### config.mk
export PLATFORM = sky130hd
export DESIGN_NAME = keypad_pin_code_matcher_unit
export DESIGN_NICKNAME = d
export VERILOG_FILES = /design/src/rtl/core/kpm_pkg.sv /design/src/rtl/core/keypad_pin_code_matcher_unit.sv /design/src/rtl/core/kpm_cell.sv /design/src/rtl/core/kpm_ctrl.sv
export SDC_FILE = /design/constraint.sdc
export NUM_CORES = 2
export LEC_CHECK = 0
export ABC_AREA = 1
export BUFFER_PORTS_ARGS = -buffer_cell sky130_fd_sc_hd__buf_2
export CORE_MARGIN = 2
export CORE_UTILIZATION = 63
export CTS_CLUSTER_SIZE = 12
export DETAILED_ROUTE_END_ITERATION = 10
export PLACE_DENSITY_LB_ADDON = 0.12
export SLEW_MARGIN = 15
export SYNTH_ARGS = -nofsm -noshare
export SYNTH_HDL_FRONTEND = slang
export SYNTH_SLANG_ARGS = --single-unit
### constraint.sdc
create_clock -name clk -period 5.66 [get_ports clk]
set_clock_uncertainty 0.2 [all_clocks]
set_input_delay 0.849 -clock clk [delete_from_list [all_inputs] [get_ports clk]]
set_output_delay 0.849 -clock clk [all_outputs]
set_load 0.02 [all_outputs]
### src/rtl/core/kpm_pkg.sv
// Shared types and constants for the keypad PIN code matcher.
package kpm_pkg;

  localparam int BUFFER_SLOTS_DEF  = 16;
  localparam int TABLE_ENTRIES_DEF = 16;
  localparam int PIN_DIGITS_DEF    = 8;

  localparam int ENTRY_DIGITS = 15;
  localparam int ENTRY_W      = 4 * ENTRY_DIGITS;
  localparam int SLOT_W       = 8;
  localparam int CFG_IDX_W    = 1;
  localparam int CFG_DATA_W   = 16;

  localparam logic [15:0] GAP_LIMIT_RST   = 16'd3000;
  localparam logic [15:0] ENTRY_LIMIT_RST = 16'd10000;
  localparam logic [15:0] TIMER_MAX       = 16'hFFFF;

  localparam logic [CFG_IDX_W-1:0] CFG_GAP_LIMIT   = 1'b0;
  localparam logic [CFG_IDX_W-1:0] CFG_ENTRY_LIMIT = 1'b1;

  typedef enum logic [1:0] {
    REQ_DIGIT = 2'd0,
    REQ_TICK  = 2'd1,
    REQ_LOAD  = 2'd2,
    REQ_FLUSH = 2'd3
  } req_t;

  typedef struct packed {
    req_t        req_type;
    logic [3:0]  key_digit;
    logic [3:0]  load_slot;
    logic [3:0]  load_length;
    logic [31:0] load_code;
  } in_word_t;

  typedef struct packed {
    logic               is_match;
    logic [3:0]         match_slot;
    logic [ENTRY_W-1:0] entered_code;
    logic [3:0]         entered_length;
    logic               cause;
  } out_word_t;

  typedef struct packed {
    logic        valid;
    logic [3:0]  slot;
    logic [3:0]  length;
    logic [31:0] code;
  } load_t;

  typedef struct packed {
    logic [ENTRY_W-1:0] code;
    logic [3:0]         count;
  } entry_t;

  typedef struct packed {
    logic              valid;
    logic              found;
    logic [SLOT_W-1:0] slot;
  } tok_t;

endpackage

### src/rtl/core/keypad_pin_code_matcher_unit.sv
// Top level of the keypad PIN code matcher: controller and a row of table cells.
//
//  channel  ports                          handshake
//  input    start, busy, in_word           taken when start high and busy low
//  result   out_valid, out_word            one-cycle strobe, never held off
//  config   cfg_we, cfg_index, cfg_wdata   written on any edge with cfg_we high
//
// A digit runs one search word down the chain of TABLE_ENTRIES cells, one cell per
// cycle; busy stays high until the word leaves the last cell, and its result strobes
// in the first cycle that busy is low. Ticks, loads, flushes and a digit into a full
// buffer do not raise busy; any result of a tick strobes in the cycle after it is taken.
// Synchronous reset empties the entry, clears every table length and restores limits.
// The result side has no stall.
module keypad_pin_code_matcher_unit import kpm_pkg::*; #(
  parameter int BUFFER_SLOTS  = BUFFER_SLOTS_DEF,
  parameter int TABLE_ENTRIES = TABLE_ENTRIES_DEF,
  parameter int PIN_DIGITS    = PIN_DIGITS_DEF
) (
  input  logic                  clk,
  input  logic                  rst_n,
  input  logic                  start,
  output logic                  busy,
  input  in_word_t              in_word,
  output logic                  out_valid,
  output out_word_t             out_word,
  input  logic                  cfg_we,
  input  logic [CFG_IDX_W-1:0]  cfg_index,
  input  logic [CFG_DATA_W-1:0] cfg_wdata
);

  load_t  load;
  entry_t entry;
  tok_t   tok_chain [TABLE_ENTRIES+1];
  tok_t   tok_head;

  kpm_ctrl #(
    .BUFFER_SLOTS (BUFFER_SLOTS),
    .PIN_DIGITS   (PIN_DIGITS)
  ) u_ctrl (
    .clk       (clk),
    .rst_n     (rst_n),
    .start     (start),
    .busy      (busy),
    .in_word   (in_word),
    .out_valid (out_valid),
    .out_word  (out_word),
    .cfg_we    (cfg_we),
    .cfg_index (cfg_index),
    .cfg_wdata (cfg_wdata),
    .load      (load),
    .entry     (entry),
    .tok_head  (tok_head),
    .tok_tail  (tok_chain[TABLE_ENTRIES])
  );

  assign tok_chain[0] = tok_head;

  for (genvar g = 0; g < TABLE_ENTRIES; g++) begin : g_cell
    kpm_cell #(
      .INDEX (g)
    ) u_cell (
      .clk     (clk),
      .rst_n   (rst_n),
      .load    (load),
      .entry   (entry),
      .tok_in  (tok_chain[g]),
      .tok_out (tok_chain[g+1])
    );
  end

endmodule

### src/rtl/core/kpm_cell.sv
// One table cell: holds a PIN, compares it with the entry as the search word passes.
module kpm_cell import kpm_pkg::*; #(
  parameter int INDEX = 0
) (
  input  logic   clk,
  input  logic   rst_n,
  input  load_t  load,
  input  entry_t entry,
  input  tok_t   tok_in,
  output tok_t   tok_out
);

  logic [3:0]         len_r, len_nxt;
  logic [31:0]        code_r, code_nxt;
  tok_t               tok_r, tok_nxt;
  logic [ENTRY_W-1:0] code_ext;
  logic               miss;
  logic               hit;

  assign code_ext = {{(ENTRY_W-32){1'b0}}, code_r};

  always_comb begin
    miss = 1'b0;
    for (int i = 0; i < ENTRY_DIGITS; i++) begin
      if ((4'(i) < len_r) && (entry.code[4*i +: 4] != code_ext[4*i +: 4])) begin
        miss = 1'b1;
      end
    end
    hit = (len_r != 4'd0) && (len_r == entry.count) && !miss;
  end

  always_comb begin
    len_nxt  = len_r;
    code_nxt = code_r;
    if (load.valid && ({{(SLOT_W-4){1'b0}}, load.slot} == SLOT_W'(INDEX))) begin
      len_nxt  = load.length;
      code_nxt = load.code;
    end
    tok_nxt = tok_in;
    if (tok_in.valid && !tok_in.found && hit) begin
      tok_nxt.found = 1'b1;
      tok_nxt.slot  = SLOT_W'(INDEX);
    end
  end

  always_ff @(posedge clk) begin
    if (!rst_n) begin
      len_r <= 4'd0;
      tok_r <= '0;
    end else begin
      len_r <= len_nxt;
      tok_r <= tok_nxt;
    end
  end

  always_ff @(posedge clk) begin
    code_r <= code_nxt;
  end

  assign tok_out = tok_r;

endmodule

### src/rtl/core/kpm_ctrl.sv
// Entry buffer, timers, limit registers and result register of the matcher.
module kpm_ctrl import kpm_pkg::*; #(
  parameter int BUFFER_SLOTS = BUFFER_SLOTS_DEF,
  parameter int PIN_DIGITS   = PIN_DIGITS_DEF
) (
  input  logic                  clk,
  input  logic                  rst_n,
  input  logic                  start,
  output logic                  busy,
  input  in_word_t              in_word,
  output logic                  out_valid,
  output out_word_t             out_word,
  input  logic                  cfg_we,
  input  logic [CFG_IDX_W-1:0]  cfg_index,
  input  logic [CFG_DATA_W-1:0] cfg_wdata,
  output load_t                 load,
  output entry_t                entry,
  output tok_t                  tok_head,
  input  tok_t                  tok_tail
);

  logic               busy_r, busy_nxt;
  logic [ENTRY_W-1:0] code_r, code_nxt;
  logic [3:0]         count_r, count_nxt;
  logic [15:0]        gap_r, gap_nxt;
  logic [15:0]        elapsed_r, elapsed_nxt;
  logic [15:0]        gap_lim_r, gap_lim_nxt;
  logic [15:0]        entry_lim_r, entry_lim_nxt;
  logic               out_valid_r, out_valid_nxt;
  out_word_t          out_word_r, out_word_nxt;
  tok_t               tok_head_r, tok_head_nxt;
  logic               accept;
  logic [15:0]        gap_inc;
  logic [15:0]        elapsed_inc;

  assign accept      = start && !busy_r;
  assign gap_inc     = (gap_r == TIMER_MAX) ? gap_r : gap_r + 16'd1;
  assign elapsed_inc = (elapsed_r == TIMER_MAX) ? elapsed_r : elapsed_r + 16'd1;

  always_comb begin
    load.valid  = accept && (in_word.req_type == REQ_LOAD);
    load.slot   = in_word.load_slot;
    load.length = (in_word.load_length > 4'(PIN_DIGITS)) ? 4'd0 : in_word.load_length;
    load.code   = in_word.load_code;
  end

  always_comb begin
    gap_lim_nxt   = gap_lim_r;
    entry_lim_nxt = entry_lim_r;
    if (cfg_we) begin
      unique case (cfg_index)
        CFG_GAP_LIMIT:   gap_lim_nxt   = cfg_wdata;
        CFG_ENTRY_LIMIT: entry_lim_nxt = cfg_wdata;
        default: ;
      endcase
    end
  end

  always_comb begin
    busy_nxt      = busy_r;
    code_nxt      = code_r;
    count_nxt     = count_r;
    gap_nxt       = gap_r;
    elapsed_nxt   = elapsed_r;
    out_valid_nxt = 1'b0;
    out_word_nxt  = out_word_r;
    tok_head_nxt  = '0;

    if (accept) begin
      unique case (in_word.req_type)
        REQ_DIGIT: begin
          if (count_r >= 4'(BUFFER_SLOTS - 1)) begin
            code_nxt    = '0;
            count_nxt   = 4'd0;
            gap_nxt     = 16'd0;
            elapsed_nxt = 16'd0;
          end else begin
            code_nxt[{count_r, 2'b00} +: 4] = in_word.key_digit;
            count_nxt          = count_r + 4'd1;
            tok_head_nxt.valid = 1'b1;
            busy_nxt           = 1'b1;
          end
        end
        REQ_TICK: begin
          gap_nxt     = gap_inc;
          elapsed_nxt = elapsed_inc;
          if ((count_r != 4'd0) && (gap_inc >= gap_lim_r)) begin
            out_valid_nxt               = 1'b1;
            out_word_nxt.is_match       = 1'b0;
            out_word_nxt.match_slot     = 4'd0;
            out_word_nxt.entered_code   = code_r;
            out_word_nxt.entered_length = count_r;
            out_word_nxt.cause          = 1'b1;
            code_nxt    = '0;
            count_nxt   = 4'd0;
            gap_nxt     = 16'd0;
            elapsed_nxt = 16'd0;
          end
          if (elapsed_inc >= entry_lim_r) begin
            code_nxt    = '0;
            count_nxt   = 4'd0;
            gap_nxt     = 16'd0;
            elapsed_nxt = 16'd0;
          end
        end
        REQ_LOAD: ;
        REQ_FLUSH: begin
          code_nxt    = '0;
          count_nxt   = 4'd0;
          gap_nxt     = 16'd0;
          elapsed_nxt = 16'd0;
        end
        default: ;
      endcase
    end

    // close the search: report, then drop the entry on a hit
    if (tok_tail.valid) begin
      busy_nxt                    = 1'b0;
      out_valid_nxt               = 1'b1;
      out_word_nxt.is_match       = tok_tail.found;
      out_word_nxt.match_slot     = tok_tail.found ? tok_tail.slot[3:0] : 4'd0;
      out_word_nxt.entered_code   = code_r;
      out_word_nxt.entered_length = count_r;
      out_word_nxt.cause          = 1'b0;
      gap_nxt                     = 16'd0;
      if (tok_tail.found) begin
        code_nxt    = '0;
        count_nxt   = 4'd0;
        elapsed_nxt = 16'd0;
      end
    end
  end

  always_ff @(posedge clk) begin
    if (!rst_n) begin
      busy_r      <= 1'b0;
      code_r      <= '0;
      count_r     <= 4'd0;
      gap_r       <= 16'd0;
      elapsed_r   <= 16'd0;
      gap_lim_r   <= GAP_LIMIT_RST;
      entry_lim_r <= ENTRY_LIMIT_RST;
      out_valid_r <= 1'b0;
      tok_head_r  <= '0;
    end else begin
      busy_r      <= busy_nxt;
      code_r      <= code_nxt;
      count_r     <= count_nxt;
      gap_r       <= gap_nxt;
      elapsed_r   <= elapsed_nxt;
      gap_lim_r   <= gap_lim_nxt;
      entry_lim_r <= entry_lim_nxt;
      out_valid_r <= out_valid_nxt;
      tok_head_r  <= tok_head_nxt;
    end
  end

  always_ff @(posedge clk) begin
    out_word_r <= out_word_nxt;
  end

  assign busy        = busy_r;
  assign out_valid   = out_valid_r;
  assign out_word    = out_word_r;
  assign entry.code  = code_r;
  assign entry.count = count_r;
  assign tok_head    = tok_head_r;

endmodule

* Yosys cells after proc, flatten, opt, wreduce, memory -nomap -nowiden
Index checks and enable logic that the tools add are counted.
Word-level totals: bits of input ports 67, register bits 933
Cells by class: $lt $le $gt $ge 244, multiplexer cells 295, equal/unequal tests 165, bitwise operators 3, reductions and logical operators 409, $add $sub $neg 4, shifts and indexed selects 2
Operators by type and width (number):
- $ne 4x4->1 | 128
- $lt 4x4->1 const A | 112
- $mux 60 | 6
- $logic_and 1x1->1 | 323
- $mux 70 | 4
- $lt 3x4->1 const A | 64
- $mux 1 | 245
- $pmux 60 s3 | 1
- $mux 16 | 11
- $mux 9 | 16
- $lt 1x4->1 const A | 32
- $lt 2x4->1 const A | 32
- $pmux 16 s3 | 2
- $reduce_bool 4->1 | 24
- $eq 4x4->1 | 16
- $bwmux 60 | 1
- $shift 4x8->60 const A | 1
- $shiftx 4x8->60 | 1
- $add 16x1->16 const B | 2
- $eq 16x16->1 const B | 2
- $eq 4x4->1 const B | 8
- $ge 16x16->1 | 2
- $logic_not 1->1 | 32
- $mux 4 | 8
- other kinds (20) | 49

* Logic depth before layout (Yosys ltp)
depth in word-level cells 21, mapped depth 24

* By module
Synthesis repeated with hierarchy kept, for this count alone.
Second synthesis, totals: cells, all modules 6319, area, all modules 48610.4 um^2
Modules (own cells, without submodules):
- kpm_ctrl | cells an instance 1498, instances 1, seq. area each 4714.5 um^2, area each 11110.7 um^2
- kpm_cell at g_cell[10].u_cell ... | cells an instance 317, instances 4, seq. area each 1241.2 um^2, area each 2392.3 um^2
- kpm_cell at g_cell[1].u_cell ... | cells an instance 316, instances 4, seq. area each 1241.2 um^2, area each 2392.3 um^2
- kpm_cell at g_cell[11].u_cell ... | cells an instance 259, instances 4, seq. area each 1241.2 um^2, area each 2205.9 um^2
- kpm_cell at g_cell[0].u_cell | cells an instance 311, instances 1, seq. area each 1241.2 um^2, area each 2387.3 um^2
- kpm_cell at g_cell[3].u_cell | cells an instance 315, instances 1, seq. area each 1241.2 um^2, area each 2386.0 um^2
- kpm_cell at g_cell[15].u_cell | cells an instance 313, instances 1, seq. area each 1241.2 um^2, area each 2383.5 um^2
- kpm_cell at g_cell[12].u_cell | cells an instance 314, instances 1, seq. area each 1241.2 um^2, area each 2381.0 um^2

* Worst setup path before layout
No wires, ideal clock.
path kind register to register, start register u_ctrl.gap_r[0] (netlist name), end register u_ctrl.out_word_r, in the netlist u_ctrl.out_word[33], data pin, library setup time 141 ps, stages on the path, launching flop included 21, data arrival time 4225 ps, clock period less this slack 4566 ps, slack 1094 ps, path through dfxtp_1 > ha_1 > and3_1 > nand2_1 > nor2_1 > inv_1 > buf_4 > nand2_1 > ha_1 > nand2_1 > inv_1 > nand3_1 > nor2_1 > nand3_1 > nand3_1 > nand3_1 > nand2_1 > inv_1 > buf_2 > buf_2 > nor2_1
RTL lines:
- end signal: assignment | RTL line kpm_ctrl.sv:160 | out_word_r <= out_word_nxt;
- end: declaration | RTL line kpm_ctrl.sv:30 | out_word_t out_word_r, out_word_nxt;

==> results.toml <==
[outcome]
status = "completed"

[job]
max_cap_viol_count = 0

[setup_path]
critPathKind = "reg2reg"
path_cells = "ha_1 -> and3_1 -> nand2_1 -> nor2_1 -> inv_1 -> nor2_1 -> nor2_1 -> ha_1 -> nand2_1 -> nand2_1 -> nand2_1 -> nand2_1 -> nand2_1 -> nand2_1 -> nand2_1 -> nand3_1 -> nand3_1 -> nand2_4 -> inv_2 -> buf_4 -> nor2_1"
cp-start-kind = "flip-flop"
cp-end-kind = "flip-flop"
critPathMaxFanout = 65
r2r-start = "u_ctrl.gap_r[0]"
cp_num_buf_inv = 3
critPathLaunch = "u_ctrl.gap_r[0]"
slowest_delay_ns = 0.59
crit_cells = 21
cp.arrival_ns = 4.35
regToRegSetupSlack_ns = 1.48
endpoint = "u_ctrl.out_word[12]"
crit_top_cell = "nand2_1"
r2r-end = "u_ctrl.out_word[12]"
cp.required_ns = 5.83
worst-r2r-cell-count = 21
cp_top_family = "simple AND/OR/NAND/NOR gates"
slowest_stage = "buf_4"

[cts]
clk_pin_slew_worst_paths_ns = 0.06
ctsHoldBuffers = 0
clk_path_buf_depth = 3
cts_root_buffer = "clkbuf_16"
cts_tree = "yes"
postCtsResizedCells = 0
cts-buffers-inserted = 89
htreeDepth = 3
clock_sinks = 858
postCtsSetupBuffers = 0
insertion_delay_ns = 0.66

[finish]
areaGrowthSynthToFinish_pct = 10.2
fillCellCount = 5047
register_area_sq_um = 23000
final_area_sq_um = 45600
drive_above_1_share = 0.0815
multi_input_area_sq_um = 15700
nets = 4760

[logic_synthesis]
syn_avg_cell_area_sq_um = 9.09
synth.distinct_cells = 46
ys.flop_type = "edfxtp_1"
yosys.area.top_type = "edfxtp_1"
synth.area.top_cells = "edfxtp_1 (42%), dfxtp_1 (13%), nand2_1 (9.3%)"
synthArstFlopShare = 0
ys_seq_elements = 858
synth_nets = 4653
synthDominantCellAreaShare = 0.422
ys_warn_count = 0
netlist_instances = 4548
syn_area_sq_um = 41400
synth-edff-count = 581
yosysSeqAreaShare = 0.556

[global_routing]
grt_pass1_vias = 29620
grt_max_degree = 97
grt_overflow = 0
grt_pass1_wl_microns = 184000
grt_antenna_before_repair = 2
track_usage = 0.370

[timing]
fin_setup_tns_ns = 0
rsz0062_at_grt = "false"
timing.final.crit_period_ns = 4.18
setup_violations = 0
fmax_mhz = 240
worst-slew-pin-transition_ns = 1.22
maxSlewHeadroom = 0.182
maxSlewViolCount = 0
final.period_utilization = 0.738
fin_ws_ns = 1.48
finalHoldViolCount = 0

[worst_hold_path]
hold_class = "reg2reg"

[power]
power_density_nw_per_um2 = 300
ir_worst_vdd_v = 0.000273
leakagePower_nw = 18.2

[placement]
placed_area_sq_um = 42900
hpwl_microns = 84200
dp_slack_ns = 1.55
portBuffers = 138
gp_congestion = 1.01

[die]
fp.dieW_microns = 260
start_util = 0.639
num_io_pins = 139
placementRows = 93
core_sq_um = 64700
die-area_sq_um = 67700
die_y_microns = 260

[routing]
ant_nets = 0
wl_microns = 126000
dr.pass1.iters = 6
viasPerCell = 5.85
num_vias = 32617
drc_errors = 0
drt-initial-drc-count = 4593
wl_per_cell_microns = 22.5
worst min-delay path: stages (launching register included):
cell and delay [ns]:
dfxtp_1 0.29, inv_1 0.04, nor2_1 0.03
routing by layer:
metal	GRT usage	up-vias	routed length (microns)
met1	0.503	15396	48800
met4	0.182	4	6860
met3	0.0751	353	13900
li1	-	15111	-
met2	0.570	1753	56100
met5	0	-	16
layout make-up:
type                       count  share of cell area
antenna                        1           0.0000549
clock buffer                 129              0.0542
clock inverter                31             0.00475
inverter                     481              0.0396
multi-input combinational   3012               0.345
sequential                   858               0.505
tap                          855              0.0235
timing repair buffer         213              0.0281
cell usage in the layout, fill, tap and decap left out, types with 144 or more instances in the layout:
cell      Yosys  final
nand2_1    1022   1019
xnor2_1     246    246
nor2_1      504    497
nand3_1     144    144
xor2_1      207    207
dfxtp_1     277    277
inv_1       471    470
edfxtp_1    581    581
a21oi_1     318    318
o21ai_0     252    252
registers in the layout, indices dropped and copies added, names as in the netlist, 4 cells and up:
signal / count
u_ctrl.gap_r: 16
u_ctrl.entry_lim_r: 16
u_ctrl.code_r: 60
g_cell.u_cell.tok_out: 81
u_ctrl.out_word: 70
u_ctrl.count_r: 4
g_cell.u_cell.len_r: 64
g_cell.u_cell.code_r: 512
u_ctrl.elapsed_r: 16
u_ctrl.gap_lim_r: 16
synthesized netlist by cell type, drive strengths merged, types with 16 or more instances:
library cell and n:
nand2 1027, edfxtp 581, nor2 522, inv 477, a21oi 318, dfxtp 277
o21ai 261, xnor2 246, xor2 208, nand3 147, nand4 134, buf 114
clkbuf 83, nor3 39, ha 38, o211ai 16
stage by stage:
step,total power (W),std cells,utilization,hold slack (ns)
after floorplan,0.00774,4548,-,0.194
after global placement,0.00820,5419,0.663,0.195
after detailed placement,0.00822,5419,0.663,0.199
after CTS,0.0136,5579,0.704,0.207
after global routing,0.0140,5579,0.704,0.217
final,0.0137,5580,0.704,0.208
power breakdown:
part           switching, W  total (W)  internal [W]
logic              0.000955    0.00132      0.000367
registers         0.0000667    0.00681       0.00675
clock network       0.00245    0.00552       0.00308
total               0.00347     0.0137        0.0102
logic make-up (layout without fill, tap and decap cells):
family / after synthesis / count (layout) / share of synthesized area
adder cells (fa/ha/maj): 38 / 38 / 0.0115
AO/OA/AOI/OAI: 628 / 628 / 0.0788
XOR/XNOR: 454 / 454 / 0.0966
buffers and inverters: 678 / 854 / 0.0670
flip-flops: 858 / 858 / 0.556
other: 0 / 1 / 0
AND/OR/NAND/NOR: 1892 / 1892 / 0.190
worst min-delay path by stage:
stage / end / slack, ns / startpoint / cells after the start
6_report: g_cell[4].u_cell.tok_out[0] / 0.21 / g_cell[3].u_cell.tok_out[0] / 2
5_1_grt: g_cell[12].u_cell.tok_out[1] / 0.22 / g_cell[11].u_cell.tok_out[1] / 2
4_1_cts: g_cell[4].u_cell.tok_out[0] / 0.21 / g_cell[3].u_cell.tok_out[0] / 2
3_5_place_dp: g_cell[9].u_cell.tok_out[2] / 0.20 / g_cell[8].u_cell.tok_out[2] / 2
3_3_place_gp: g_cell[8].u_cell.tok_out[0] / 0.19 / g_cell[7].u_cell.tok_out[0] / 2
2_1_floorplan: g_cell[10].u_cell.tok_out[0] / 0.19 / g_cell[9].u_cell.tok_out[0] / 2
(Power assumes the default switching activity.)
